--- src/rtl/core/ple_pkg.sv ---
// ----------------------------------------------------------------------------
// ple_pkg
// Shared types and constants of the positional list engine.
// ----------------------------------------------------------------------------
package ple_pkg;

    localparam int WORD_W = 32;
    localparam int POS_W  = 5;
    localparam int LEN_W  = 5;

    typedef logic signed [WORD_W-1:0] t_word;

    typedef enum logic [1:0] {
        MODE_INSERT = 2'd0,
        MODE_REMOVE = 2'd1,
        MODE_READ   = 2'd2,
        MODE_CLEAR  = 2'd3
    } t_mode;

    typedef struct packed {
        t_mode              mode;
        logic [POS_W-1:0]   position;
        t_word              value;
    } t_in_item;

    typedef struct packed {
        logic               ok;
        t_word              read_value;
        logic [LEN_W-1:0]   length;
    } t_out_item;

    typedef struct packed {
        logic               ins;
        logic               rem;
        logic [POS_W-1:0]   position;
        t_word              value;
    } t_cell_op;

endpackage

--- src/rtl/core/ple_stream_if.sv ---
// ----------------------------------------------------------------------------
// ple_stream_if
// Valid/ready channel carrying one payload per transaction.
// ----------------------------------------------------------------------------
interface ple_stream_if #(
    parameter type T = logic
);
    logic valid;
    logic ready;
    T     data;

    modport source (output valid, output data, input ready);
    modport sink   (input valid, input data, output ready);
endinterface

--- src/rtl/core/ple_cell.sv ---
// ----------------------------------------------------------------------------
// ple_cell
// One list slot: loads the inserted value, takes its left neighbor on an
// insert below it, or its right neighbor on a remove at or below it.
// ----------------------------------------------------------------------------
module ple_cell #(
    parameter int CAPACITY = 16,
    parameter int CELL_IDX = 0
) (
    input  logic              i_clk,
    input  ple_pkg::t_cell_op i_op,
    input  ple_pkg::t_word    i_prev,
    input  ple_pkg::t_word    i_next,
    output ple_pkg::t_word    o_data
);
    localparam int CNT_W = $clog2(CAPACITY + 1);
    localparam int CMP_W = (CNT_W > ple_pkg::POS_W) ? CNT_W : ple_pkg::POS_W;
    localparam logic [CMP_W-1:0] MY_IDX = CMP_W'(CELL_IDX);

    logic [CMP_W-1:0] pos_x;
    ple_pkg::t_word   r_data;
    ple_pkg::t_word   n_data;

    assign pos_x = CMP_W'(i_op.position);

    always_comb begin
        n_data = r_data;
        if (i_op.ins) begin
            if (MY_IDX == pos_x) begin
                n_data = i_op.value;
            end else if (MY_IDX > pos_x) begin
                n_data = i_prev;
            end
        end else if (i_op.rem) begin
            if (MY_IDX >= pos_x) begin
                n_data = i_next;
            end
        end
    end

    always_ff @(posedge i_clk) begin
        r_data <= n_data;
    end

    assign o_data = r_data;
endmodule

--- src/rtl/core/positional_list_engine.sv ---
// ----------------------------------------------------------------------------
// positional_list_engine
// Ordered list of signed 32-bit values addressed by position.
// ----------------------------------------------------------------------------
// usage
//   i_in carries one operation per transaction: mode (insert, remove, read,
//   clear), position and value. o_out returns exactly one transaction per
//   operation: ok flag, read value and list length after the operation.
//   entries live in a row of CAPACITY cells; on insert every cell above the
//   position takes its left neighbor, on remove every cell at or above the
//   position takes its right neighbor, all in the same cycle.
//   the result is registered and shows on o_out the cycle after acceptance.
//   throughput: one operation per cycle unless o_out is stalled.
//   a stalled o_out holds its transaction and i_in.ready drops until the
//   result is taken, so at most one result waits at a time.
//   reset empties the list and drops o_out.valid; cell contents are not
//   cleared since only entries below the length are ever read.
//   length is reported modulo 32 when CAPACITY exceeds 31.
// ----------------------------------------------------------------------------
module positional_list_engine #(
    parameter int CAPACITY = 16
) (
    input  logic          i_clk,
    input  logic          i_rst_n,
    ple_stream_if.sink    i_in,
    ple_stream_if.source  o_out
);
    localparam int CNT_W   = $clog2(CAPACITY + 1);
    localparam int PW      = (CNT_W > ple_pkg::POS_W) ? CNT_W : ple_pkg::POS_W;
    localparam int NUM_TAP = (CAPACITY < 32) ? CAPACITY : 32;

    ple_pkg::t_word      cell_data [CAPACITY];
    ple_pkg::t_cell_op   cell_op;

    logic [CNT_W-1:0]    r_count;
    logic [CNT_W-1:0]    n_count;
    logic                r_out_valid;
    ple_pkg::t_out_item  r_out;
    ple_pkg::t_out_item  n_out;

    logic                accept;
    logic                ok;
    logic                full;
    logic [PW-1:0]       pos_x;
    logic [PW-1:0]       cnt_x;
    logic [PW-1:0]       len_x;
    ple_pkg::t_word      tap;

    assign i_in.ready = !r_out_valid || o_out.ready;
    assign accept     = i_in.valid && i_in.ready;

    assign pos_x = PW'(i_in.data.position);
    assign cnt_x = PW'(r_count);
    assign full  = (r_count == CNT_W'(CAPACITY));

    // read tap over the positions the 5-bit field can reach
    always_comb begin
        tap = '0;
        for (int k = 0; k < NUM_TAP; k++) begin
            if (i_in.data.position == ple_pkg::POS_W'(k)) begin
                tap = cell_data[k];
            end
        end
    end

    always_comb begin
        ok      = 1'b0;
        n_count = r_count;
        n_out.read_value = '0;
        case (i_in.data.mode)
            ple_pkg::MODE_INSERT: begin
                ok = (pos_x <= cnt_x) && !full;
                if (ok) begin
                    n_count = r_count + CNT_W'(1);
                end
            end
            ple_pkg::MODE_REMOVE: begin
                ok = (pos_x < cnt_x);
                if (ok) begin
                    n_count = r_count - CNT_W'(1);
                end
            end
            ple_pkg::MODE_READ: begin
                ok = (pos_x < cnt_x);
                if (ok) begin
                    n_out.read_value = tap;
                end
            end
            ple_pkg::MODE_CLEAR: begin
                ok      = 1'b1;
                n_count = '0;
            end
            default: begin
                ok      = 1'b1;
                n_count = '0;
            end
        endcase
        len_x        = PW'(n_count);
        n_out.ok     = ok;
        n_out.length = len_x[ple_pkg::LEN_W-1:0];
    end

    assign cell_op.ins      = accept && (i_in.data.mode == ple_pkg::MODE_INSERT) && ok;
    assign cell_op.rem      = accept && (i_in.data.mode == ple_pkg::MODE_REMOVE) && ok;
    assign cell_op.position = i_in.data.position;
    assign cell_op.value    = i_in.data.value;

    for (genvar g = 0; g < CAPACITY; g++) begin : g_cell
        ple_pkg::t_word prev_data;
        ple_pkg::t_word next_data;

        if (g == 0) begin : g_first
            assign prev_data = i_in.data.value;
        end else begin : g_mid_prev
            assign prev_data = cell_data[g-1];
        end

        if (g == CAPACITY - 1) begin : g_last
            assign next_data = cell_data[g];
        end else begin : g_mid_next
            assign next_data = cell_data[g+1];
        end

        ple_cell #(
            .CAPACITY (CAPACITY),
            .CELL_IDX (g)
        ) u_cell (
            .i_clk  (i_clk),
            .i_op   (cell_op),
            .i_prev (prev_data),
            .i_next (next_data),
            .o_data (cell_data[g])
        );
    end

    always_ff @(posedge i_clk) begin
        if (!i_rst_n) begin
            r_count     <= '0;
            r_out_valid <= 1'b0;
        end else begin
            if (accept) begin
                r_count     <= n_count;
                r_out_valid <= 1'b1;
            end else if (o_out.ready) begin
                r_out_valid <= 1'b0;
            end
        end
    end

    always_ff @(posedge i_clk) begin
        if (accept) begin
            r_out <= n_out;
        end
    end

    assign o_out.valid = r_out_valid;
    assign o_out.data  = r_out;
endmodule

--- src/flat_wrapper.sv ---
// flat-port wrapper written by rule: the top's interface ports become plain ports
module positional_list_engine_flat 
#(
    parameter int CAPACITY = 16
)
  (i_clk, i_rst_n, i_in_valid, i_in_data, i_in_ready, o_out_valid, o_out_data, o_out_ready);
  ple_stream_if #(.T(ple_pkg::t_in_item)) i_in_i ();
  ple_stream_if #(.T(ple_pkg::t_out_item)) o_out_i ();
  input  logic i_clk;
  input  logic i_rst_n;
  input wire logic [$bits(i_in_i.valid)-1:0] i_in_valid;
  input wire logic [$bits(i_in_i.data)-1:0] i_in_data;
  output wire logic [$bits(i_in_i.ready)-1:0] i_in_ready;
  output wire logic [$bits(o_out_i.valid)-1:0] o_out_valid;
  output wire logic [$bits(o_out_i.data)-1:0] o_out_data;
  input wire logic [$bits(o_out_i.ready)-1:0] o_out_ready;
  assign i_in_i.valid = i_in_valid;
  assign i_in_i.data = i_in_data;
  assign i_in_ready = i_in_i.ready;
  assign o_out_valid = o_out_i.valid;
  assign o_out_data = o_out_i.data;
  assign o_out_i.ready = o_out_ready;
  positional_list_engine #(.CAPACITY(CAPACITY)) u_core (.i_clk(i_clk), .i_rst_n(i_rst_n), .i_in(i_in_i), .o_out(o_out_i));
endmodule
--- config.mk ---
export PLATFORM = sky130hd
export DESIGN_NAME = positional_list_engine_flat
export DESIGN_NICKNAME = d
export VERILOG_FILES = /design/src/rtl/core/ple_pkg.sv /design/src/rtl/core/ple_stream_if.sv /design/src/rtl/core/ple_cell.sv /design/src/rtl/core/positional_list_engine.sv /design/src/flat_wrapper.sv
export SDC_FILE = /design/constraint.sdc
export NUM_CORES = 1
export LEC_CHECK = 0
export BUFFER_PORTS_ARGS = -buffer_cell sky130_fd_sc_hd__buf_2
export CAP_MARGIN = 20
export CORE_AREA = 2 2 292 438
export CTS_BUF_LIST = sky130_fd_sc_hd__clkbuf_16
export CTS_CLUSTER_SIZE = 25
export DETAILED_ROUTE_END_ITERATION = 10
export DIE_AREA = 0 0 294 440
export HOLD_SLACK_MARGIN = 0.1
export SYNTH_ARGS = -nofsm -noshare
export SYNTH_HDL_FRONTEND = slang
export SYNTH_SLANG_ARGS = --single-unit
export TNS_END_PERCENT = 20
--- constraint.sdc ---
create_clock -name i_clk -period 11.6 [get_ports i_clk]
set_input_delay 0.58 -clock i_clk [delete_from_list [all_inputs] [get_ports i_clk]]
set_output_delay 0.58 -clock i_clk [all_outputs]
set_load 0.01 [all_outputs]
# == Yosys cells after proc, flatten, opt, wreduce, memory -nomap -nowiden ==
# Cells that the tools add are included.
# word_totals
register_bits,556
input_bits,43
out_inout_bits,40
elab_cells,251
# op_classes
n_mux,99
reduce_logical,47
add_sub_neg,2
n_lt_le_gt_ge,33
eq_ne,49
# ops
operator,n
2-to-1 mux 32 bit,93
"inequality test 3 bit, second input constant",15
AND reduction 3 bit,15
"== test 4 x 5 -> 1 bit, first input constant",8
"== test 5 x 4 -> 1 bit, second input constant",8
"greater-than comparator 4 x 5 -> 1 bit, first input constant",8
nonzero test 2 bit,18
"greater-or-equal comparator 4 x 5 -> 1 bit, first input constant",7
"== test 3 x 5 -> 1 bit, first input constant",4
"== test 5 x 3 -> 1 bit, second input constant",4
"greater-or-equal comparator 3 x 5 -> 1 bit, first input constant",4
"greater-than comparator 3 x 5 -> 1 bit, first input constant",4
one-hot mux 5 bit (3 select lines),1
"== test 2 x 5 -> 1 bit, first input constant",2
"== test 5 x 2 -> 1 bit, second input constant",2
"greater-or-equal comparator 1 x 5 -> 1 bit, first input constant",2
"greater-or-equal comparator 2 x 5 -> 1 bit, first input constant",2
"greater-than comparator 1 x 5 -> 1 bit, first input constant",2
"greater-than comparator 2 x 5 -> 1 bit, first input constant",2
2-to-1 mux 5 bit,2
logical AND 1 bit,6
"adder 5 x 1 -> 5 bit, second input constant",1
"== test 1 x 5 -> 1 bit, first input constant",1
"== test 5 x 1 -> 1 bit, second input constant",1
14 further kinds,18

# == Longest topological paths before layout ==
# Gate-level depths: netlist of run 1.
# logic_depth
ltp_word,17
ltp_mapped,13
ltp_nobuf,8

# == Modules after synthesis ==
# A second synthesis of run 1 with hierarchy kept.
# unflattened
cells_unflattened,3874
area_unflattened_um2,34934.8
# by_module_without_submodules
mod,area_each_um2,cells_per_inst,instances,seq_area_each_um2
positional_list_engine,6237.2,841,1,1261.2
ple_cell (u_core.g_cell[1].u_cell ...),1761.7,185,2,960.9
ple_cell (u_core.g_cell[13].u_cell ...),1760.4,186,2,960.9
ple_cell (u_core.g_cell[11].u_cell),1944.4,215,1,960.9
ple_cell (u_core.g_cell[15].u_cell),1878.1,215,1,960.9
ple_cell (u_core.g_cell[12].u_cell),1851.8,186,1,960.9
ple_cell (u_core.g_cell[6].u_cell),1814.2,186,1,960.9
ple_cell (u_core.g_cell[2].u_cell),1800.5,186,1,960.9
ple_cell (u_core.g_cell[10].u_cell),1783.0,187,1,960.9
ple_cell (u_core.g_cell[14].u_cell),1778.0,186,1,960.9
ple_cell (u_core.g_cell[7].u_cell),1766.7,186,1,960.9
ple_cell (u_core.g_cell[8].u_cell),1762.9,186,1,960.9
ple_cell (u_core.g_cell[4].u_cell),1761.7,187,1,960.9
ple_cell (u_core.g_cell[0].u_cell),1757.9,185,1,960.9
ple_cell (u_core.g_cell[3].u_cell),1754.2,186,1,960.9

# == Worst setup path before layout of run 1 ==
# Ideal clock, no wire load.
# synth_path
path_type,input port to flip-flop
from,input port o_out_ready
to,"register u_core.g_cell[2].u_cell.r_data[0], enable pin"
setup_ns,0.513
path_stages,6
arrival_ns,5.708
path_slack_ns,5.379
n_path_buf,0
required_ns,11.087
cell_sequence,nand2b_1 -> and2_1 -> nand3_1 -> a21oi_2 -> a41oi_2 -> nor4b_1
# synth_via
elab_chain_len,6
elab_cells_between_ends,10
classes_between,eq/ne (1); reduce/logical (9)
# synth_lines
item,line,source
start: declaration,flat_wrapper.sv:16,input wire logic [$bits(o_out_i.ready)-1:0] o_out_ready;
logical OR 1 bit *,positional_list_engine.sv:49,assign i_in.ready = !r_out_valid || o_out.ready;
logical AND 1 bit *,positional_list_engine.sv:50,assign accept = i_in.valid && i_in.ready;
named net u_core.accept,positional_list_engine.sv:41,logic accept;
"logical AND 1 bit, on equally long branches (2 in a row)","positional_list_engine.sv:103, positional_list_engine.sv:104",
inequality test 3 bit (no source line) / nonzero test 2 bit (equally long branches),n/a,
AND reduction 3 bit (no source line) *,n/a,
end signal: assignment,ple_cell.sv:42,r_data <= n_data;
end: declaration,ple_cell.sv:21,ple_pkg::t_word r_data;
# Mark *: on every way through the listed nets, which the timed path passes. The rest lies on a longest branch.
# A chain may end at the register's enable or synchronous reset.

# == Final worst setup path of run 1 ==
# layout_path
from,input port i_in_data[36]
to,register u_core.g_cell[0].u_cell.r_data[15] (data pin)
# layout_via
elab_chain_len,5
elab_cells_between_ends,8
classes_between,order compare (2); mux (3); reduce/logical (3)
# layout_lines
item,line,source
start: declaration,flat_wrapper.sv:12,input wire logic [$bits(i_in_i.data)-1:0] i_in_data;
<= comparator 5 bit,positional_list_engine.sv:72,ok = (pos_x <= cnt_x) && !full;
logical AND 1 bit,positional_list_engine.sv:72,
one-hot mux 1 bit (3 select lines),positional_list_engine.sv:70,case (i_in.data.mode)
logical AND 1 bit,positional_list_engine.sv:103,assign cell_op.ins = accept && (i_in.data.mode == ple_pkg::MODE_INSERT) && ok;
2-to-1 mux 32 bit *,ple_cell.sv:28,if (i_op.ins) begin
named net u_core.g_cell[0].u_cell.n_data[15],ple_cell.sv:22,ple_pkg::t_word n_data;
end signal: assignment,ple_cell.sv:42,
end: declaration,ple_cell.sv:21,
# Marked as above.

==> results of run 1 <==
## power groups by stage
stage	Combinational (mW)	Sequential, mW	Clock [mW]
final	0.377	2.24	1.85
after global routing	0.400	2.24	1.93
after global placement	0.364	2.28	0
after detailed placement	0.368	2.28	0
after floorplan	0.229	2.28	0
after CTS	0.369	2.24	1.87
## per-layer routing
layer	up-vias	GRT usage, %	wire length (um)
li1	12000	-	-
met1	13300	20.8	44100
met2	1443	30.2	57600
met3	357	2.48	8910
met4	10	9.92	7010
met5	-	0	69
## state kept, by name, summed over array words and instances, names as in the netlist
name,count
u_core.g_cell.u_cell.o_data,512
u_core.cnt_x,5
u_core.o_out.valid,1
u_core.o_out.data,38
## placed cells by master, fill, tap and decap left out, types with 17 or more instances in the layout
cell	Yosys	routed
edfxtp_1	550	550
nand2_1	529	523
nor2_1	529	522
a21oi_1	335	332
mux2i_1	290	290
a31oi_1	210	210
buf_2	155	80
o21ai_0	78	78
buf_4	16	75
mux2_2	73	73
clkbuf_16	0	55
a22oi_1	41	41
a211oi_1	42	39
a221oi_1	35	35
nand3_1	32	31
inv_1	13	20
nor2b_1	21	20
a21o_1	20	20
a22o_1	17	17
o22ai_1	17	17
o21a_1	17	17
## through the flow
stage | setup slack, ns | util (%) | cells | instance area [sq um]
5_1_grt | 6.51 | 28.6 | 4896 | 36100
3_5_place_dp | 6.17 | 27.2 | 4794 | 34300
6_report | 6.73 | 28.7 | 4899 | 36100
3_3_place_gp | 6.17 | 27.2 | 4794 | 34300
4_1_cts | 6.84 | 28.6 | 4894 | 36000
2_1_floorplan | 5.38 | - | 3319 | 32400
## worst paths after layout
kind / end / cells after the start / from
max: u_core.g_cell[0].u_cell.o_data[15] / 11 / i_in_data[36]
min: u_core.o_out.valid / 3 / i_in_valid
max reg2reg: u_core.g_cell[0].u_cell.o_data[15] / 10 / u_core.cnt_x[2]
min reg2reg: u_core.o_out.valid / 2 / u_core.o_out.valid
## cell families (layout without fill, tap and decap cells)
| group | after synthesis | after routing | share of synthesized area [%] |
|---|---|---|---|
| other | 0 | 4 | 0 |
| AND/OR/NAND/NOR | 1175 | 1175 | 14.7 |
| multiplexers | 363 | 363 | 11.5 |
| buffers and inverters | 319 | 275 | 4.82 |
| AO/OA/AOI/OAI | 894 | 894 | 17.2 |
| flip-flops | 556 | 556 | 51.3 |
| adder cells (fa/ha/maj) | 12 | 12 | 0.463 |
## cell usage after synthesis, types with 13 or more instances
| master | instances | area (sq um) |
|---|---|---|
| mux2_2 | 73 | 822 |
| edfxtp_1 | 550 | 16500 |
| a22oi_1 | 41 | 308 |
| a21oi_1 | 335 | 1680 |
| a221oi_1 | 35 | 307 |
| buf_4 | 16 | 120 |
| mux2i_1 | 290 | 2900 |
| a21o_1 | 20 | 150 |
| nand3_1 | 32 | 160 |
| o21ai_0 | 78 | 390 |
| inv_1 | 13 | 48.8 |
| a31oi_1 | 210 | 1310 |
| buf_2 | 155 | 776 |
| nor2b_1 | 21 | 131 |
| o21a_1 | 17 | 128 |
| a211oi_1 | 42 | 315 |
| nand2_1 | 529 | 1990 |
| a222oi_1 | 16 | 160 |
| nor2_1 | 529 | 1990 |
| a22o_1 | 17 | 149 |
| o22ai_1 | 17 | 106 |
| clkbuf_1 | 116 | 435 |
## critical path: stages
cell and delay [ns]:
buf_2 0.14, buf_4 0.60, ha_1 0.36, and3_1 0.20, o21ai_2 0.11, nand3b_2 0.24
a21oi_4 0.22, buf_12 0.53, buf_4 0.86, buf_4 0.83, mux2_2 0.41
## cell type report
class	count	area [sq um]
antenna	4	10.0
clock buffer	55	1380
clock inverter	45	385
fill	13100	89800
inverter	14	52.6
multi-input combinational	2444	14500
sequential	556	16600
tap	1620	2030
timing repair buffer	161	1070
==> metrics.md, run 1 <==
| Metric | Value |
|---|---|
| Drt first pass iters | `6` |
| Syn avg cell area | `roughly 9.8 sq um` |
| Antenna-violating nets left | `0` |
| Fmax | `roughly 0.21 GHz` |
| Layout area overhead | `11.3%` |
| Endpoints failing hold | `0` |
| Die area | `~0.13 sq mm` |
| Worst-Margin Slew | `around 1.1 ns` |
| Pint | `~3.3 mW` |
| Post-synthesis sequential area ratio | `51.3%` |
| Grt ovf | `0` |
| Clock share of power | `about 41%` |
| Routability Congestion | `approximately 0.87` |
| Rows | `160` |
| Post-CTS Resized | `0` |
| Mapped Cells | `3,319` |
| Clock Sinks | `556` |
| Post-DR wirelength/cell | `between 20 and 25 um` |
| Ports | `a little over 80` |
| Logic pwr share | `under 10%` |
| DRC violations left | `0` |
| Status | `finished, final reports clean` |
| All-Layer GR Usage | `roughly 18%` |
| Synth Warn # | `0` |
| CP Capture Type | `register` |
| Num CTS Buffers | `54` |
| TNS Setup | `0 ns` |
| Synth cell types | `77` |
| Psw | `approximately 1.1 mW` |
| RSZ-0062 raised after global routing | `no` |
| Kind of critical path | `primary input to register` |
| Core area | `0.126 sq mm` |
| # port buffers | `just over 80` |
| Final setup viols | `0` |
| Hold crit path type | `primary input to register` |
| Final nets | `~3,300` |
| Headroom to the max-slew limit | `approximately a quarter` |
| Mapped Area | `between 0.03 and 0.04 sq mm` |
| Clock slew seen by the registers of the worst setup and hold paths | `roughly 0.060 ns` |
| Part of the power in registers | `about 50%` |
| Die extent in y | `between 400 and 500 um` |
| Vias | `roughly 27,000` |
| Type of origin of the critical path | `primary input` |
| WHS | `approximately 0.17 ns` |
| Layout cell share with drive strength beyond 1 | `between 10% and 20%` |
| First-pass GRT wire length | `171 mm` |
| CTS tree | `built` |
| DP Wirelength | `approximately 74 mm` |
| Net Count, Synth | `~3,400` |
| CP required | `roughly 12 ns` |
| Die width | `294 um` |
| Final min period | `roughly 4.9 ns` |
| Sw Ratio | `about a quarter` |
| Initial antenna violation count | `14` |
| Post-CTS Setup Inserts | `0` |
| Longest Clk Path Bufs | `3` |
| Tot Pwr | `approximately 4.5 mW` |
| H-tree Lvls | `2` |
| Clk root buf | `clkbuf_16` |
| Max VDD drop | `around 110 uV` |
| Most used flip-flop cell after synthesis | `edfxtp_1` |
| Largest net degree at the start of global routing | `about 200` |
| Iteration-0 DRC Markers | `around 3,200` |
| Number of global-route vias before repair | `26,100` |
| Worst EP arrival | `about 5.3 ns` |
| Crit path max fanout | `about 170` |
| Final WL | `118 mm` |
| Initial Util | `about a quarter` |
| Final Max Tran Viols | `0` |
| Max-Cap Viols | `0` |
| Clock Skew | `just under 0.04 ns` |
| Via density | `about 5.5` |
| Register bit total from synthesis | `556` |
| EDFF count, synth | `550` |
| Worst reg-to-reg setup slack | `approximately 6.8 ns` |
| Hold Buf Count CTS | `0` |
| Final Cycle Share | `approximately 42%` |
| Cell Pwr Density | `~120 mW/mm^2` |
| Worst skew pair latency | `about 0.66 ns` |
| Post-synth ARST share | `0%` |
| Leak pwr | `between 10 and 15 nW` |
Note: power is estimated with default switching activity, not from simulation.
==> inputs of run 2 (changes only) <==
==> constraint.sdc (replaced) <==
create_clock -name i_clk -period 4.7 [get_ports i_clk]
set_input_delay 0.235 -clock i_clk [delete_from_list [all_inputs] [get_ports i_clk]]
set_output_delay 0.235 -clock i_clk [all_outputs]
set_load 0.01 [all_outputs]
==> run 2 against run 1 <==
Routed wire length shrank 0.17%. Non-clock buffer count grew 42. Worst setup slack lost 6.0 ns. Critical endpoint is now u_core.g_cell[8].u_cell.o_data[1]. Critical path depth shrank 2. Clock-buffer cell count shrank 4. Register-to-register slack lost 6.0 ns. Design area grew 0.70%. Hold slack lost 0.030 ns. Sequential cell count is the same.
==> metrics.md, run 2 (synthesized netlist as in run 1, its figures left out) <==
| Metric | Value |
|---|---|
| Status | `finished, final reports clean` |
| CP startpoint | `u_core.cnt_x[2]` |
| Clock share of power | `39.6% (-1.8 points)` |
| Initial Util | `25.7% (unchanged)` |
| Placed cell count | `4,834 (+0.83%)` |
| Final Cycle Share | `83.6%` |
| Antenna-violating nets left | `0 (unchanged)` |
| Post-DR wirelength/cell | `23.8 um (-0.76%)` |
| TNS Setup | `0 ns (unchanged)` |
| Final min period | `approximately 3.9 ns` |
| Die area | `0.129 sq mm (unchanged)` |
| Clk root buf | `clkbuf_16` |
| Die extent in y | `440 um (unchanged)` |
| # port buffers | `82 (unchanged)` |
| Num CTS Buffers | `51 (-5.6%)` |
| Fmax | `around 0.25 GHz` |
| DP Wirelength | `77.5 mm (+5.4%)` |
| Headroom to the max-slew limit | `28.6% (+4.6 points)` |
| Final WL | `118 mm (-0.17%)` |
| Clock slew seen by the registers of the worst setup and hold paths | `0.07 ns (about the same)` |
| Worst skew pair latency | `0.63 ns (-0.03 ns)` |
| Worst-Margin Slew | `1.07 ns (-0.0685 ns)` |
| Type of origin of the critical path | `register` |
| First-pass GRT wire length | `173 mm (+0.90%)` |
| Routability Congestion | `0.896 (+3.5%)` |
| Leak pwr | `12.6 nW (+1.3%)` |
| Hold crit path type | `primary input to register` |
| CP Capture Type | `register` |
| Iteration-0 DRC Markers | `3,049 (-5.3%)` |
| Core area | `0.126 sq mm (unchanged)` |
| H-tree Lvls | `2 (unchanged)` |
| Drt first pass iters | `7 (+1)` |
| CP required | `4.97 ns (-7.01 ns)` |
| Final nets | `3,325 (+1.2%)` |
| R2R Path End | `u_core.g_cell[8].u_cell.o_data[1]` |
| # fillers | `13,000 (-0.76%)` |
| Psw | `2.71 mW (+140%)` |
| Worst reg-to-reg setup slack | `0.77 ns (-6.00 ns)` |
| Clock Sinks | `556 (unchanged)` |
| Cell Pwr Density | `295 mW/mm^2 (+140%)` |
| Max-Cap Viols | `0 (unchanged)` |
| Sw Ratio | `25.3% (-0.12 points)` |
| Part of the power in registers | `51.6% (+1.4 points)` |
| Crit path max fanout | `20 (-88%)` |
| Setup crit end | `u_core.g_cell[8].u_cell.o_data[1]` |
| Worst reg2reg startpoint | `u_core.cnt_x[2]` |
| Kind of critical path | `register to register` |
| DRC violations left | `0 (unchanged)` |
| Pint | `8.00 mW (+140%)` |
| Finished Layout Cells | `4,928 (+0.59%)` |
| Ports | `83 (unchanged)` |
| Via density | `5.50 (-0.74%)` |
| Most frequent cells in the layout | `550 x edfxtp_1, 523 x nand2_1, 522 x nor2_1` |
| Grt ovf | `0 (unchanged)` |
| Clock Skew | `0.0158 ns (-0.0233 ns)` |
| Rows | `160 (unchanged)` |
| Number of global-route vias before repair | `26,400 (+1.1%)` |
| Layout cell share with drive strength beyond 1 | `12.3% (+0.71 points)` |
| Logic pwr share | `8.8% (+0.3 points)` |
| CTS tree | `built` |
| Layout area overhead | `12.1%` |
| WHS | `0.142 ns (-0.0300 ns)` |
| Worst EP arrival | `4.20 ns (-1.06 ns)` |
| Commonest non-fill, non-tap cell in the layout | `edfxtp_1` |
| All-Layer GR Usage | `17.6% (+0.13 points)` |
| Final setup viols | `0 (unchanged)` |
| Initial antenna violation count | `12 (-2)` |
| RSZ-0062 raised after global routing | `no` |
| Final Util | `28.9% (+0.20 points)` |
| Die width | `294 um (unchanged)` |
| Final Max Tran Viols | `0 (unchanged)` |
| Endpoints failing hold | `0 (unchanged)` |
| Max VDD drop | `241 uV (+130%)` |
| Longest Clk Path Bufs | `3 (unchanged)` |
| Vias | `27,100 (-0.15%)` |
| R2R cell count | `9 (-1)` |
| Largest net degree at the start of global routing | `197 (-3.4%)` |
| Number of flip-flops in the largest register | `512 (unchanged)` |
-- run 2: cell type report --
type                       count  area, sq um  area share, %
sequential                   556        16600           45.8
multi-input combinational   2444        14500           40.0
tap                         1620         2030           5.58
timing repair buffer         203         1520           4.19
clock buffer                  51         1280           3.51
clock inverter                38          294          0.809
inverter                      14         52.6          0.145
antenna                        2         5.00         0.0138
-- run 2: power groups by stage --
| stage | clock network, mW | logic [mW] | registers (mW) |
|---|---|---|---|
| after CTS | 4.31 | 0.933 | 5.53 |
| after global placement | 0 | 0.918 | 5.64 |
| after floorplan | 0 | 0.566 | 5.63 |
| after detailed placement | 0 | 0.929 | 5.64 |
| after global routing | 4.44 | 1.01 | 5.53 |
| final | 4.24 | 0.947 | 5.53 |
-- run 2: repair_timing --
item | CTS | global route
hold endpoints to repair | 6 | 0
setup buffers | 0 | 0
gates resized for setup | 0 | 0
hold buffers | 3 | 0
-- run 2: through the flow --
step | power (mW) | setup slack [ns] | area (sq um)
after detailed placement | 6.56 | 0.806 | 34700
final | 10.7 | 0.773 | 36300
after CTS | 10.8 | 0.842 | 36300
after floorplan | 6.20 | -0.488 | 32400
after global placement | 6.55 | 0.857 | 34700
after global routing | 11.0 | 0.674 | 36300
-- run 2: layer usage --
metal,up-vias,global-route usage (%),part of all wire [%]
met5,-,0,0.079
met4,16,11.0,6.6
met3,406,3.31,7.3
met2,1343,30.5,49
met1,13200,20.0,37
li1,12100,-,-
-- run 2: worst max-delay path, stage by stage (launching register included) --
cell     delay [ns]
dfxtp_1        0.44
inv_1          0.18
ha_1           0.30
and3_1         0.22
o21ai_2        0.12
and3b_1        0.38
a21o_1         0.23
a41oi_4        0.47
nor2_4         0.65
buf_4          0.52
-- run 2: worst min-delay path by stage --
stage | from | end | cells past startpoint
final | i_in_data[24] | u_core.g_cell[1].u_cell.o_data[24] | 3
after detailed placement | i_in_valid | u_core.o_out.valid | 3
after floorplan | i_in_valid | u_core.o_out.valid | 2
after global placement | i_in_valid | u_core.o_out.valid | 3
after CTS | i_in_data[2] | u_core.g_cell[12].u_cell.o_data[2] | 3
after global routing | i_in_data[24] | u_core.g_cell[7].u_cell.o_data[24] | 3
